`config.mk`:
```
export PLATFORM = sky130hd
export DESIGN_NAME = bmm_divider
export DESIGN_NICKNAME = d
export VERILOG_FILES = /design/src/rtl/bmm_pkg.sv /design/src/rtl/bmm_divider.sv
export SDC_FILE = /design/constraint.sdc
export NUM_CORES = 1
export LEC_CHECK = 0
export BUFFER_PORTS_ARGS = -buffer_cell sky130_fd_sc_hd__buf_2
export CAP_MARGIN = 20
export CORE_MARGIN = 1.5
export CORE_UTILIZATION = 44
export CTS_CLUSTER_SIZE = 30
export DETAILED_ROUTE_END_ITERATION = 10
export PLACE_DENSITY_LB_ADDON = 0.05
export RECOVER_POWER = 25
export SETUP_SLACK_MARGIN = 0.3
export SYNTH_ARGS = -nofsm -noshare
export SYNTH_HDL_FRONTEND = slang
export SYNTH_SLANG_ARGS = --single-unit
```
`constraint.sdc`:
```
create_clock -name aclk -period 3.65 [get_ports aclk]
set_input_delay 0.365 -clock aclk [delete_from_list [all_inputs] [get_ports aclk]]
set_output_delay 0.365 -clock aclk [all_outputs]
set_load 0.05 [all_outputs]
```
`src/rtl/bmm_pkg.sv`:
```
package bmm_pkg;

    localparam int unsigned WORD_W    = 32;
    localparam int unsigned DIVD_W    = 2 * WORD_W + 1;
    localparam logic [WORD_W-1:0] MOD_RESET = 32'd65521;

    typedef enum logic [4:0] {
        ST_IDLE,
        ST_DINIT_W,
        ST_DRD,
        ST_DMUL,
        ST_DRED,
        ST_DRED_W,
        ST_INV_W,
        ST_EUC,
        ST_EDIV_W,
        ST_EMUL,
        ST_ERED,
        ST_ERED_W,
        ST_FMUL,
        ST_FRED,
        ST_FRED_W,
        ST_URD,
        ST_UMUL,
        ST_URED,
        ST_URED_W,
        ST_USUB,
        ST_USUB_W,
        ST_UNXT,
        ST_FIN,
        ST_ORD,
        ST_OLD
    } state_t;

endpackage

```
`src/rtl/bmm_divider.sv`:
```
module bmm_divider (
    input  logic                             aclk,
    input  logic                             aresetn,
    input  logic                             start,
    input  logic [bmm_pkg::DIVD_W-1:0]       dividend,
    input  logic [bmm_pkg::WORD_W-1:0]       divisor,
    output logic                             done,
    output logic [bmm_pkg::WORD_W-1:0]       quotient,
    output logic [bmm_pkg::WORD_W-1:0]       remainder
);

    localparam int CNT_W = $clog2(bmm_pkg::DIVD_W + 1);

    logic                          busy_reg;
    logic [CNT_W-1:0]              cnt_reg;
    logic [bmm_pkg::DIVD_W-1:0]    num_reg;
    logic [bmm_pkg::WORD_W-1:0]    rem_reg;
    logic [bmm_pkg::WORD_W-1:0]    dvs_reg;
    logic [bmm_pkg::WORD_W:0]      trial;
    logic                          ge;

    // one restoring step per cycle, quotient bits shift in behind the dividend
    always_comb begin
        trial = {rem_reg, num_reg[bmm_pkg::DIVD_W-1]};
        ge    = trial >= {1'b0, dvs_reg};
    end

    assign done      = busy_reg && (cnt_reg == '0);
    assign quotient  = num_reg[bmm_pkg::WORD_W-1:0];
    assign remainder = rem_reg;

    always_ff @(posedge aclk) begin
        if (!aresetn) begin
            busy_reg <= 1'b0;
            cnt_reg  <= '0;
        end else if (start) begin
            busy_reg <= 1'b1;
            cnt_reg  <= CNT_W'(bmm_pkg::DIVD_W);
        end else if (busy_reg) begin
            if (cnt_reg == '0) begin
                busy_reg <= 1'b0;
            end else begin
                cnt_reg <= cnt_reg - 1'b1;
            end
        end
    end

    always_ff @(posedge aclk) begin
        if (start) begin
            num_reg <= dividend;
            rem_reg <= '0;
            dvs_reg <= divisor;
        end else if (busy_reg && (cnt_reg != '0)) begin
            num_reg <= {num_reg[bmm_pkg::DIVD_W-2:0], ge};
            if (ge) begin
                rem_reg <= bmm_pkg::WORD_W'(trial - {1'b0, dvs_reg});
            end else begin
                rem_reg <= trial[bmm_pkg::WORD_W-1:0];
            end
        end
    end

endmodule

```
* After elaboration in Yosys (flattened, before gate mapping)
Cells that the tools add are included.
** Cells by class
- Muxes and demuxes :: 9
- Reductions and logical operators :: 9
- Divide/modulo/power cells :: 0
- Equal/unequal tests :: 1
- Shift-type cells :: 0
- Bitwise logic cells :: 2
- $add $sub $neg :: 2
- Order comparisons :: 1
- Multipliers :: 0
** Operators with widths (count)
- 65-bit 2-to-1 mux :: 2
- 33-bit by 32-bit greater-or-equal comparator with 1-bit output :: 1
- 32-bit 2-to-1 mux :: 1
- 32-bit subtractor :: 1
- 7-bit 2-to-1 mux :: 3
- 7-bit zero test :: 1
- 7-bit nonzero test :: 1
- 7-bit by 1-bit subtractor with 7-bit output (second input constant) :: 1
- 2-bit AND reduction :: 2
- 2-bit nonzero test :: 2
- 1-bit 2-to-1 mux :: 3
- 1-bit logical AND :: 2
- 2-bit != test (second input constant) :: 1
- 1-bit inverter :: 2
- 2-bit OR reduction :: 1
** Storage, ports and cells
- Output and inout port bits :: 65
- RAM bits :: 0
- Input port bits :: 100
- Bits in registers :: 137
- Memory bits (read-only) :: 0
- Memories :: 0
- Word-level logic and storage cells :: 30
- Latch bits :: 0

* Longest topological paths before layout
Gate-level depths: netlist of the first run.
- Depth in word-level cells :: 4
- Gate-level depth with buffers :: 14
- Gate-level depth less buffers :: 12

* Worst setup path after synthesis of the first run
OpenSTA, ideal clock, no wires.
- Path type :: reg-to-reg
- Start point :: reg cnt_reg[3]
- End point :: reg busy_reg
- Library setup time :: 0.128 ns
- Path slack :: 0.630 ns
- Required time :: 3.522 ns
- Clock period less this slack :: 3.020 ns
- Cell stages (with the launch flop) :: 7
- Arrival time :: 2.893 ns
- Path buffers :: 1
- Path through :: dfxtp_1 > nor4_1 > nand3b_1 > nand2_1 > clkbuf_1 > nand2_1 > and2_1
** Between the ends
- Cells in the longest elaborated chain, start to end :: 4
** Ends and longest elaborated chain
- start, declared :: RTL line bmm_divider.sv:15 : logic [CNT_W-1:0] cnt_reg;
- start signal, assigned :: RTL line bmm_divider.sv:38 : cnt_reg <= CNT_W'(bmm_pkg::DIVD_W);
- start signal, assigned :: RTL line bmm_divider.sv:43 : cnt_reg <= cnt_reg - 1'b1;
- 7-bit zero test :: RTL line bmm_divider.sv:40 : if (cnt_reg == '0) begin
- 1-bit 2-to-1 mux :: RTL line bmm_divider.sv:40
- 1-bit 2-to-1 mux :: RTL line bmm_divider.sv:39 : end else if (busy_reg) begin
- 1-bit 2-to-1 mux :: RTL line bmm_divider.sv:36 : end else if (start) begin
- end signal, assigned :: RTL line bmm_divider.sv:34 : busy_reg <= 1'b0;
- end signal, assigned :: RTL line bmm_divider.sv:37 : busy_reg <= 1'b1;
- end signal, assigned :: RTL line bmm_divider.sv:41 : busy_reg <= 1'b0;
- end, declared :: RTL line bmm_divider.sv:14 : logic busy_reg;
No other way between the ends.
A chain may end at the register's enable or synchronous reset.

* Worst setup path in the final report of the first run
- Start point :: reg dvs_reg[22] (netlist name)
- End point :: reg rem_reg, in the netlist remainder[29]
** Between the ends
- Cells in the longest elaborated chain, start to end :: 2
- Elaborated cells on any way between the ends :: 3
- Classes of those cells :: add/sub: 1; order compare: 1; mux: 1
** Ends and longest elaborated chain
- start, declared :: RTL line bmm_divider.sv:18 : logic [bmm_pkg::WORD_W-1:0] dvs_reg;
- start signal, assigned :: RTL line bmm_divider.sv:52 : dvs_reg <= divisor;
- 32-bit subtractor or 33-bit by 32-bit greater-or-equal comparator with 1-bit output (tied branches) :: RTL line bmm_divider.sv:56, bmm_divider.sv:25
- 32-bit 2-to-1 mux * :: RTL line bmm_divider.sv:55 : if (ge) begin
- end signal, assigned :: RTL line bmm_divider.sv:56 : rem_reg <= bmm_pkg::WORD_W'(trial - {1'b0, dvs_reg});
- end signal, assigned :: RTL line bmm_divider.sv:58 : rem_reg <= trial[bmm_pkg::WORD_W-1:0];
- end, declared :: RTL line bmm_divider.sv:17 : logic [bmm_pkg::WORD_W-1:0] rem_reg;
Every way passes the cells marked *; elsewhere a longest branch is shown, timed or not.

==> out/qor.txt, run 1 <==
IO Port Bufs -> 164
WP data required -> 4.01 ns
CP delay by family, top -> simple AND/OR/NAND/NOR gates
Asr flop ratio synth -> 0%
CTS tree -> done
Hpwl dp -> 12300 um
Worst hold start -> divisor[2]
Detailed Route WL -> 17100 um
Initial antenna violation count -> 2
PostCTS Resize Cnt -> 0
Maxcap violations -> 2
Number of DRC markers in iteration 0 -> 358
Register area share after synthesis -> 49.3%
RSZ-0062 raised after global routing -> false
Deepest clock path buffer count -> 2
Vias per cell -> 5.28
Clk root buf -> clkbuf_16
Total gr overflow -> 0
Post-synth cell types -> 54
Cts bufs inserted -> 17
Normalized max-slew margin -> -66.5%
Total number of vias -> 5510
Vias in the first global route -> 5822
Antenna Nets Post-Route -> 0
Crit. End Element -> register
Worst Setup Start Kind -> register
Clock sinks -> 137
Final period utilization -> 80.4%
Synthesized area -> 7540 um2
Pins Over Slew Limit -> 118
Slowest stage delay, CP -> 0.51 ns
Total power -> 4.92 mW
Fillcell total -> 1485
Total core area -> 16600 um2
GRT Overall Usage -> 19.8%
Die area -> 17900 um2
Post-synthesis register bit count -> 137
Arrival @ worst endpoint -> 3.29 ns
Crit Path Class -> register to register
Post-CTS Hold Buffers -> 0
Pre-antenna DRT Iters -> 5
Max reg flops -> 65
Crit-path cells -> inv_1 > ha_1 > nand4_1 > or3_4 > nor4_4 > a22oi_1 > nor2_1 > o32ai_2 > and2_4 > or4_1 > a31oi_1
Crit path launch -> dvs_reg[22]$_DFFE_PP_
Dpl ws -> 0.708 ns
Pwr Density -> 550 nW/um2
VDD IR-drop max -> 0.357 mV
Area grow syn2layout -> 18.6%
Max frequency -> 341 MHz
Crit-path max FO -> 13
Outcome -> complete, but fails checks
Tmin final -> 2.94 ns
Syn Inst Count -> 675
Final GP Congestion -> 0.855
Share of layout cells above drive strength 1 -> 33.1%
Die X -> 134 um
CP max stage cell -> or4_1
Nets@finish -> 944
Violated checks -> capacitance limit, slew limit
Largest net degree at the start of global routing -> 68
Post-synth EDFFs -> 97
Setup violators final -> 0
Yosys warnings -> 0
R2R setup slack -> 0.71 ns
Ports -> 165
Worst Hold Class -> input pin to register
Fin. Hold Viols -> 0
Worst-Margin Slew -> 2.50 ns
Routed length per instance -> 16.3 um
Clock transition at path regs -> 0.07 ns
Primary FF master, synth -> edfxtp_1
Setup slack after layout -> 0.714 ns
First-pass GRT wire length -> 28200 um
RR Startpoint -> dvs_reg[22]$_DFFE_PP_
Final Skew -> 0.0122 ns
Rows -> 47
Initial Util -> 45.3%
WP buf/inv -> 1
Post-Synthesis Net Count -> 810
Post-CTS Setup Bufs -> 0
H-tree levels -> 4
Mean Syn Cell Area -> 11.2 um2
Setup TNS -> 0 ns
Latest clock arrival within the worst-skew pair -> 0.43 ns
Die height -> 134 um
Post-route DRC -> 0
Leakage power -> 3.79 nW
per-stage QoR:
stage               std cells  area (um2)  hold WS [ns]  utilization (%)
detailed placement       1009        8340         0.514             50.1
floorplan                 675        7540         0.464                -
CTS                      1041        8920        0.0966             53.6
global route             1042        8930        0.0975             53.7
global placement         1009        8340         0.499             50.1
finish                   1044        8940         0.109             53.7
cells in the mapped netlist, types with 7 or more instances:
cell type | instances | share of area, %
xor2_1 | 9 | 1.0
a21oi_1 | 43 | 2.9
o21a_1 | 7 | 0.70
a21o_1 | 16 | 1.6
o21bai_1 | 9 | 0.90
edfxtp_1 | 97 | 39
nor3_1 | 13 | 0.86
nor2_1 | 38 | 1.9
mux2i_1 | 21 | 2.8
buf_4 | 33 | 3.3
mux2_2 | 64 | 9.6
o21ai_0 | 25 | 1.7
xnor2_1 | 21 | 2.4
dfxtp_1 | 40 | 11
clkbuf_1 | 17 | 0.85
inv_1 | 43 | 2.1
a211oi_1 | 18 | 1.8
nand2_1 | 35 | 1.7
nand3_1 | 9 | 0.60
ha_1 | 34 | 5.6
cells by family (layout without fill, tap and decap cells):
family                     count (synthesis)  in the layout  share of synthesized area [%]
buffers and inverters                    100            247                           6.87
adders and majority gates                 35             35                           5.91
AOI/OAI and AO/OA                        154            154                           13.3
and+or+nand+nor                          134            134                           8.77
DFF                                      137            137                           49.3
xor gates and xnor gates                  30             30                           3.49
other                                      0              2                              0
muxes                                     85             85                           12.4
worst register-to-register path, delay by kind of cell, from the launching register on:
| kind | cells | cell delay [ns] |
|---|---|---|
| AOI/OAI and AO/OA | 3 | 0.37 |
| adders and majority gates | 1 | 0.39 |
| buffers and inverters | 1 | 0.05 |
| DFF | 1 | 0.32 |
| and+or+nand+nor | 6 | 1.73 |
where the power goes:
part / switching (mW) / total [mW] / internal (mW) / leakage, nW
Combinational: 0.800 / 1.25 / 0.447 / 2.21
Clock: 0.710 / 1.73 / 1.02 / 0.286
Sequential: 0.0860 / 1.94 / 1.85 / 1.29
Total: 1.60 / 4.92 / 3.32 / 3.79
per-layer routing:
metal	track usage [%]	vias up	share of wire [%]
met4	6.70	2	1.8
met5	0	-	0.076
met2	33.5	167	48
met3	6.80	28	7.2
met1	23.5	2589	43
li1	-	2724	-
worst paths after layout:
kind | to | cells after the start
min | dvs_reg[2]$_DFFE_PP_ | 1
max reg2reg | remainder[29]$_SDFFE_PP0P_ | 11
max | remainder[29]$_SDFFE_PP0P_ | 11
min reg2reg | remainder[1]$_SDFFE_PP0P_ | 2
layout by cell type (no fill, tap or decap), types with 3 or more instances in the layout:
master       n
ha_1        34
o21ai_1      5
nor3_1      13
nand2_1     34
a311oi_1     5
o31ai_1      3
mux2_2      64
xor2_1       9
nand3b_1     4
dfxtp_1     40
clkbuf_16   17
a41oi_1      4
o21a_1       7
a211o_1      3
a31oi_1      4
and2_1       5
nor4_1       3
nand3_1      9
a21oi_1     43
and3_1       4
xnor2_1     21
a211oi_1    18
edfxtp_1    97
nor2_1      38
nand4_1      5
a21o_1      16
o21bai_1     9
buf_4        5
inv_6        6
mux2i_1     21
nor2b_1      6
o21ai_0     25
inv_1       43
buf_2      163
area by class of cell:
| class | instances | area, um2 | area share [%] |
|---|---|---|---|
| Tap cell | 220 | 275 | 3.08 |
| Clock buffer | 17 | 425 | 4.76 |
| Timing Repair Buffer | 172 | 886 | 9.91 |
| Inverter | 43 | 161 | 1.81 |
| Sequential cell | 137 | 3710 | 41.6 |
| Clock inverter | 15 | 161 | 1.81 |
| Antenna cell | 2 | 5.00 | 0.0560 |
| Multi-Input combinational cell | 438 | 3310 | 37.0 |
(Power assumes the default switching activity.)
==> inputs of run 2 (changes only) <==
Settings changed: ABC_AREA from default to 1.
Clock period 3.65 ns to 2.6 ns, I/O delays scaled along.
==> run 2 against run 1 <==
  * Area after synthesis up 14%
  * Clock skew increased by 0.0048 ns
  * Clock-buffer cell count up 1
  * Sequential cell count did not move
  * Largest power group unchanged
  * Critical path type unchanged
  * Synthesized cell count rose by 75%
  * Sequential power grew 34%
  * Core utilization up 2.7 points
  * Sequential share of layout area down 6.7 points
  * Final cell count increased by 56%
  * The run now ends clean
  * Power up 23%
  * Clock power is 48% higher
==> out/qor.txt, run 2 <==
Nets@finish -> 1488 (+58%)
Yosys warnings -> 0 (unchanged)
GRT Overall Usage -> 22.2% (+2.4 points)
Multi-input logic area -> 3950 um2 (+19%)
Worst Setup Start Kind -> register
Crit-path max FO -> 4 (-9)
Post-synth top cells -> nand2_1 (518), inv_1 (189), edfxtp_1 (97), nand3_1 (77), nor2_1 (46)
Hpwl dp -> 16000 um (+30%)
Final Skew -> 0.0170 ns (+0.00481 ns)
Synth area leader -> edfxtp_1
Mean Syn Cell Area -> 7.26 um2 (-35%)
Crit Path Class -> register to register
Asr flop ratio synth -> 0% (unchanged)
Latest clock arrival within the worst-skew pair -> 0.43 ns (about the same)
Fillcell total -> 1877 (+26%)
Routing usage on met2 -> 37.2% (+3.7 points)
VDD IR-drop max -> 0.390 mV (+9.3%)
Antenna diodes -> 0 (-2)
Vias per cell -> 4.65 (-12%)
Primary FF master, synth -> edfxtp_1
Post-synth cell types -> 36 (-33%)
WP data required -> 2.92 ns (-1.09 ns)
CTS tree -> done
Largest cells by area after synthesis -> edfxtp_1 (34%), nand2_1 (23%), dfxtp_1 (9.3%)
Crit. End Element -> register
Vias in the first global route -> 7058 (+21%)
Clock transition at path regs -> 0.07 ns (about the same)
CP delay by family, top -> simple AND/OR/NAND/NOR gates
Tmin final -> 2.17 ns (-0.769 ns)
IO Port Bufs -> 164 (unchanged)
Most frequent cell after synthesis -> nand2_1
Total core area -> 18900 um2 (+14%)
Die area -> 20300 um2 (+13%)
Normalized max-slew margin -> 23.0% (+89 points)
Met1 usage -> 28.1% (+4.6 points)
Final GP Congestion -> 0.922 (+7.8%)
Top-area cell type share of the netlist area -> 34.0% (-4.7 points)
Rows -> 50 (+6.4%)
Routed length per instance -> 13.8 um (-16%)
Post-Synthesis Net Count -> 1316 (+62%)
Post-synthesis register bit count -> 137 (unchanged)
Setup TNS -> 0 ns (unchanged)
Cts bufs inserted -> 17 (unchanged)
Antenna Nets Post-Route -> 0 (unchanged)
Setup violators final -> 0 (unchanged)
Slowest stage delay, CP -> 0.41 ns (-0.10 ns)
Most frequent CP cell -> nand2_1
Final period utilization -> 83.3% (+2.9 points)
Syn Inst Count -> 1181 (+75%)
Setup slack after layout -> 0.433 ns (-0.281 ns)
Area grow syn2layout -> 24.4%
Arrival @ worst endpoint -> 2.49 ns (-0.80 ns)
CP max stage cell -> fa_1
Initial Util -> 45.4% (+0.074 points)
Die X -> 143 um (+6.5%)
Maxcap violations -> 0 (-2)
R2R setup slack -> 0.43 ns (-0.28 ns)
Initial antenna violation count -> 0 (-2)
Detailed Route WL -> 22400 um (+31%)
Leakage power -> 5.66 nW (+49%)
Worst Hold Class -> input pin to register
Post-route DRC -> 0 (unchanged)
Clk root buf -> clkbuf_16
Register area share after synthesis -> 43.3% (-5.9 points)
Pwr Density -> 567 nW/um2 (+3.1%)
Worst-Margin Slew -> 1.16 ns (-1.34 ns)
H-tree levels -> 4 (unchanged)
Number of DRC markers in iteration 0 -> 497 (+39%)
Pins Over Slew Limit -> 0 (-100%)
RSZ-0062 raised after global routing -> true
First-pass GRT wire length -> 34900 um (+24%)
Most frequent cells in the layout -> nand2_1 (512), inv_1 (187), buf_2 (160), edfxtp_1 (97), nand3_1 (75)
Deepest clock path buffer count -> 2 (unchanged)
Max reg flops -> 65 (unchanged)
Met3 usage -> 5.55% (-1.3 points)
WP buf/inv -> 2 (+1)
Clock sinks -> 137 (unchanged)
GR peak layer -> met2
Share of layout cells above drive strength 1 -> 19.7% (-13 points)
Total number of vias -> 7554 (+37%)
Synthesized area -> 8570 um2 (+14%)
Fin. Hold Viols -> 0 (unchanged)
Post-synth EDFFs -> 97 (unchanged)
Dpl ws -> 0.165 ns (-0.544 ns)
Post-Route Utilization -> 56.5% (+2.7 points)
Max frequency -> 462 MHz (+35%)
Pre-antenna DRT Iters -> 5 (unchanged)
FF+latch area -> 3710 um2 (about the same)
Total gr overflow -> 0 (unchanged)
Crit-path cells -> inv_1 > ha_1 > fa_1 > inv_1 > nand3_1 > nand3_2 > nand2_1 > nand2_1 > nand2_1 > nand3_1 > nand2_1 > nand2_1 > nand2_1 > nand3_1 > nand2_1
Ports -> 165 (unchanged)
Largest net degree at the start of global routing -> 59 (-13%)
Outcome -> finished clean
Commonest non-fill, non-tap cell in the layout -> nand2_1
Die height -> 143 um (+6.5%)
run 2: changes by cell type after synthesis, moves of 16 or more:
| cell | previous run | this run |
|---|---|---|
| nand2_1 | 35 | 518 |
| inv_1 | 43 | 189 |
| nand3_1 | 9 | 77 |
| mux2_2 | 64 | 0 |
| mux2i_1 | 21 | 0 |
| o21ai_0 | 25 | 4 |
| a21oi_1 | 43 | 23 |
| a211oi_1 | 18 | 1 |
| a21o_1 | 16 | 0 |
run 2: per-layer routing:
layer | vias to the layer above | share of wire [%]
met5 | - | 0
met4 | 0 | 1.7
met3 | 24 | 5.6
met2 | 190 | 48
met1 | 3362 | 45
li1 | 3978 | -
run 2: cell families (layout without fill, tap and decap cells):
group	after synthesis	after routing	synth area share (%)
AOI/OAI and AO/OA	46	46	2.98
adders and majority gates	35	35	5.20
xor gates and xnor gates	14	14	1.43
DFF	137	137	43.3
buffers and inverters	252	436	13.0
and+or+nand+nor	697	698	34.0
run 2: worst register-to-register path: cells and delay by family, from the launching register on:
family,cells,cell delay [ns]
flip-flops,1,0.32
buffers and inverters,2,0.14
adder cells (fa/ha/maj),2,0.63
AND/OR/NAND/NOR,11,0.97
run 2: layout make-up:
type / count / area share [%]
Multi-Input combinational cell: 793 / 37.0
Clock buffer: 18 / 4.02
Tap cell: 260 / 3.05
Timing Repair Buffer: 213 / 12.7
Clock inverter: 14 / 1.68
Sequential cell: 137 / 34.8
Inverter: 191 / 6.72
run 2: timing repair:
item                                    in CTS  in global routing
pin swaps                                    1                  6
buffers inserted                             1                  8
hold endpoints to repair                    26                  0
gates resized for setup                     11                 36
hold buffers                                26                  0
cloned                                       0                  3
endpoints found under the setup margin      33                 33
run 2: through the flow:
step / power, mW / hold slack [ns] / area (um2) / cells
floorplan: 3.29 / 0.358 / 8570 / 1181
global placement: 3.49 / 0.437 / 9420 / 1556
detailed placement: 3.49 / 0.438 / 9420 / 1556
CTS: 6.10 / 0.000224 / 10400 / 1615
global route: 6.30 / 0.00127 / 10700 / 1626
finish: 6.05 / 0.0164 / 10700 / 1626
run 2: report_power, final:
| part | switching [mW] | internal [mW] |
|---|---|---|
| clock network | 1.09 | 1.46 |
| registers | 0.0641 | 2.54 |
| logic | 0.608 | 0.286 |
| total | 1.76 | 4.29 |
run 2: path summary, 6_finish.rpt:
check | start | end | depth (start not counted)
min | divisor[0] | dvs_reg[0]$_DFFE_PP_ | 1
min reg2reg | remainder[15]$_SDFFE_PP0P_ | remainder[15]$_SDFFE_PP0P_ | 2
max reg2reg | num_reg[64]$_DFFE_PP_ | remainder[24]$_SDFFE_PP0P_ | 15
max | num_reg[64]$_DFFE_PP_ | remainder[24]$_SDFFE_PP0P_ | 15
==> inputs of run 3 (changes only) <==
Clock period 2.6 ns to 1.89 ns, I/O delays scaled along.
==> run 3 against run 2 <==
  * The flow now finishes with violations (setup timing)
  * Sequential share of layout area fell by 4.8 points
  * Sequential cell count did not move
  * Maximum frequency rose by 6.9%
  * Register-to-register slack got worse by 0.57 ns
  * Core utilization rose by 11 points
  * Setup slack got worse by 0.57 ns
  * Clock power rose by 32%
  * Critical path depth did not move
  * Critical path type unchanged
  * Highest routed layer unchanged
==> out/qor.txt, run 3 (synthesized netlist as in run 2, its figures left out) <==
Cts bufs inserted -> 17 (unchanged)
Worst-Margin Slew -> 0.787 ns (-0.368 ns)
Leakage power -> 6.62 nW (+17%)
Total core area -> 18900 um2 (unchanged)
Ports -> 165 (unchanged)
Clock transition at path regs -> 0.07 ns (about the same)
Nets@finish -> 1643 (+10%)
Most frequent CP cell -> nor2_4
CTS tree -> done
Deepest clock path buffer count -> 2 (unchanged)
Clk root buf -> clkbuf_16
Clock sinks -> 137 (unchanged)
Max frequency -> 493 MHz (+6.9%)
Clock power share -> 39.3% (-2.9 points)
Slowest stage delay, CP -> 0.34 ns (-0.07 ns)
Fillcell total -> 1653 (-12%)
Hpwl dp -> 17900 um (+12%)
Final GP Congestion -> 0.911 (-1.2%)
Sequential cell fraction of total power -> 41.1% (-1.9 points)
Outcome -> complete, but fails checks
Area grow syn2layout -> 49.3%
Worst Reg2Reg Path Length in Cells -> 15 (unchanged)
IO Port Bufs -> 164 (unchanged)
WP data required -> 2.21 ns (-0.71 ns)
Initial Util -> 45.4% (unchanged)
Pwr Density -> 673 nW/um2 (+19%)
Total gr overflow -> 0 (unchanged)
GRT Overall Usage -> 24.3% (+2.1 points)
Arrival @ worst endpoint -> 2.35 ns (-0.14 ns)
Antenna diodes -> 0 (unchanged)
Dpl cells -> 1677 (+7.8%)
Post-route DRC -> 0 (unchanged)
Normalized max-slew margin -> 47.5% (+25 points)
WP buf/inv -> 3 (+1)
Switching portion of total power -> 30.2% (+1.0 points)
Reg-to-Reg End -> remainder[26]$_SDFFE_PP0P_
Combinational power share -> 19.6% (+4.8 points)
RR Startpoint -> dvs_reg[10]$_DFFE_PP_
Tmin final -> 2.03 ns (-0.140 ns)
Initial antenna violation count -> 0 (unchanged)
CP delay by family, top -> simple AND/OR/NAND/NOR gates
Vias per cell -> 4.63 (-0.39%)
Share of layout cells above drive strength 1 -> 38.0% (+18 points)
Non-filler instance count after layout -> 1781 (+9.5%)
Crit path capture -> remainder[26]$_SDFFE_PP0P_
Setup TNS -> -3.42 ns (-3.42 ns)
Max reg flops -> 65 (unchanged)
Crit-path cells -> inv_2 > ha_4 > nand2_4 > nor2_4 > nand2_2 > nor2_4 > nand2_2 > nor2_4 > nor2_4 > buf_6 > nand2_8 > buf_12 > nand3_2 > nand2_1 > nand2_1
Pins Over Slew Limit -> 0 (unchanged)
Most frequent cells in the layout -> nand2_1 (469), inv_1 (164), buf_2 (162), buf_4 (146), edfxtp_1 (97)
Crit. End Element -> register
Psw -> 2.60 mW (+47%)
Worst hold start -> dividend[20]
R2R setup slack -> -0.14 ns (-0.57 ns)
Crit-path max FO -> 17 (+13)
RSZ-0062 raised after global routing -> true
First-pass GRT wire length -> 38400 um (+9.9%)
Worst Hold Class -> input pin to register
Pre-antenna DRT Iters -> 4 (-1)
VDD IR-drop max -> 0.548 mV (+40%)
Number of DRC markers in iteration 0 -> 381 (-23%)
Final period utilization -> 107% (+24 points)
Setup violators final -> 33 (+33)
Routed length per instance -> 14.2 um (+3.4%)
Die area -> 20300 um2 (unchanged)
Fin. Hold Viols -> 0 (unchanged)
Latest clock arrival within the worst-skew pair -> 0.43 ns (about the same)
Setup slack after layout -> -0.136 ns (-0.570 ns)
H-tree levels -> 4 (unchanged)
Vias in the first global route -> 7920 (+12%)
Final Skew -> 0.0142 ns (-0.00278 ns)
Total number of vias -> 8242 (+9.1%)
WP depth -> 15 (unchanged)
Commonest non-fill, non-tap cell in the layout -> nand2_1
Crit Path Class -> register to register
Crit path launch -> dvs_reg[10]$_DFFE_PP_
Die height -> 143 um (unchanged)
Die X -> 143 um (unchanged)
Maxcap violations -> 0 (unchanged)
Violated checks -> setup timing
Rows -> 50 (unchanged)
Worst Setup Start Kind -> register
Antenna Nets Post-Route -> 0 (unchanged)
Internal power -> 6.01 mW (+40%)
Largest net degree at the start of global routing -> 48 (-19%)
Detailed Route WL -> 25300 um (+13%)
CP max stage cell -> edfxtp_1
## run 3: cell types whose count changed in the layout (fill, tap and decap cells not counted), moves of 21 or more
cell     delta
ha_4       +24
ha_1       -23
nand2_2    +34
inv_1      -23
dfxtp_1    -36
nand2_1    -43
dfxtp_4    +31
buf_4     +133
inv_2      +21
## run 3: how the worst min path moves through the flow
stage                              end  slack [ns]  cells after the start
2_1_floorplan  cnt_reg[6]$_SDFFE_PN0P_        0.29                      2
3_3_place_gp      dvs_reg[4]$_DFFE_PP_        0.37                      1
3_5_place_dp     dvs_reg[31]$_DFFE_PP_        0.37                      1
4_1_cts          num_reg[54]$_DFFE_PP_       0.007                      3
5_1_grt          num_reg[27]$_DFFE_PP_        0.01                      3
6_report         num_reg[20]$_DFFE_PP_        0.02                      3
## run 3: cell type report
class | count | area (um2) | share of cell area [%]
Sequential cell | 137 | 3840 | 30.0
Tap cell | 260 | 325 | 2.54
Multi-Input combinational cell | 792 | 4570 | 35.7
Clock inverter | 14 | 154 | 1.20
Inverter | 191 | 727 | 5.68
Clock buffer | 18 | 429 | 3.35
Timing Repair Buffer | 369 | 2750 | 21.5
## run 3: power groups by stage
| stage | sequential [mW] | clock, mW | combinational (mW) |
|---|---|---|---|
| after floorplan | 3.58 | 0 | 0.988 |
| after global placement | 3.59 | 0 | 1.38 |
| after detailed placement | 3.59 | 0 | 1.39 |
| after CTS | 3.53 | 3.44 | 1.55 |
| after global routing | 3.56 | 3.53 | 1.82 |
| final | 3.54 | 3.39 | 1.69 |
## run 3: layer usage
| metal | GRT usage [%] | wire length, um | vias to the layer above |
|---|---|---|---|
| li1 | - | - | 4281 |
| met1 | 29.5 | 11100 | 3747 |
| met2 | 43.5 | 12600 | 186 |
| met3 | 5.15 | 1200 | 28 |
| met4 | 6.19 | 408 | 0 |
| met5 | 0 | 0 | - |
## run 3: per-stage QoR
| stage | hold WS (ns) | util, % | cell area [um2] | total power [mW] | worst slack [ns] |
|---|---|---|---|---|---|
| after CTS | 0.00663 | 64.4 | 12200 | 8.52 | -0.127 |
| after detailed placement | 0.367 | 57.8 | 10900 | 4.98 | -0.260 |
| after floorplan | 0.287 | - | 9150 | 4.56 | 0.0333 |
| final | 0.0205 | 67.7 | 12800 | 8.61 | -0.136 |
| after global routing | 0.0106 | 67.7 | 12800 | 8.92 | -0.278 |
| after global placement | 0.365 | 57.8 | 10900 | 4.97 | -0.230 |
## run 3: worst register-to-register path, cell delays in order (launching register included)
cell,delay [ns]
edfxtp_1,0.34
inv_2,0.05
ha_4,0.29
nand2_4,0.06
nor2_4,0.15
nand2_2,0.10
nor2_4,0.13
nand2_2,0.07
nor2_4,0.10
nor2_4,0.05
buf_6,0.12
nand2_8,0.08
buf_12,0.16
nand3_2,0.10
nand2_1,0.07
nand2_1,0.04
## run 3: what timing repair did
item	CTS	global route
endpoints found under the setup margin	99	102
hold buffers	33	0
resized for setup	55	103
endpoints found under the hold margin	33	0
pin swaps	9	24
buffers inserted	13	16
cloned	2	8
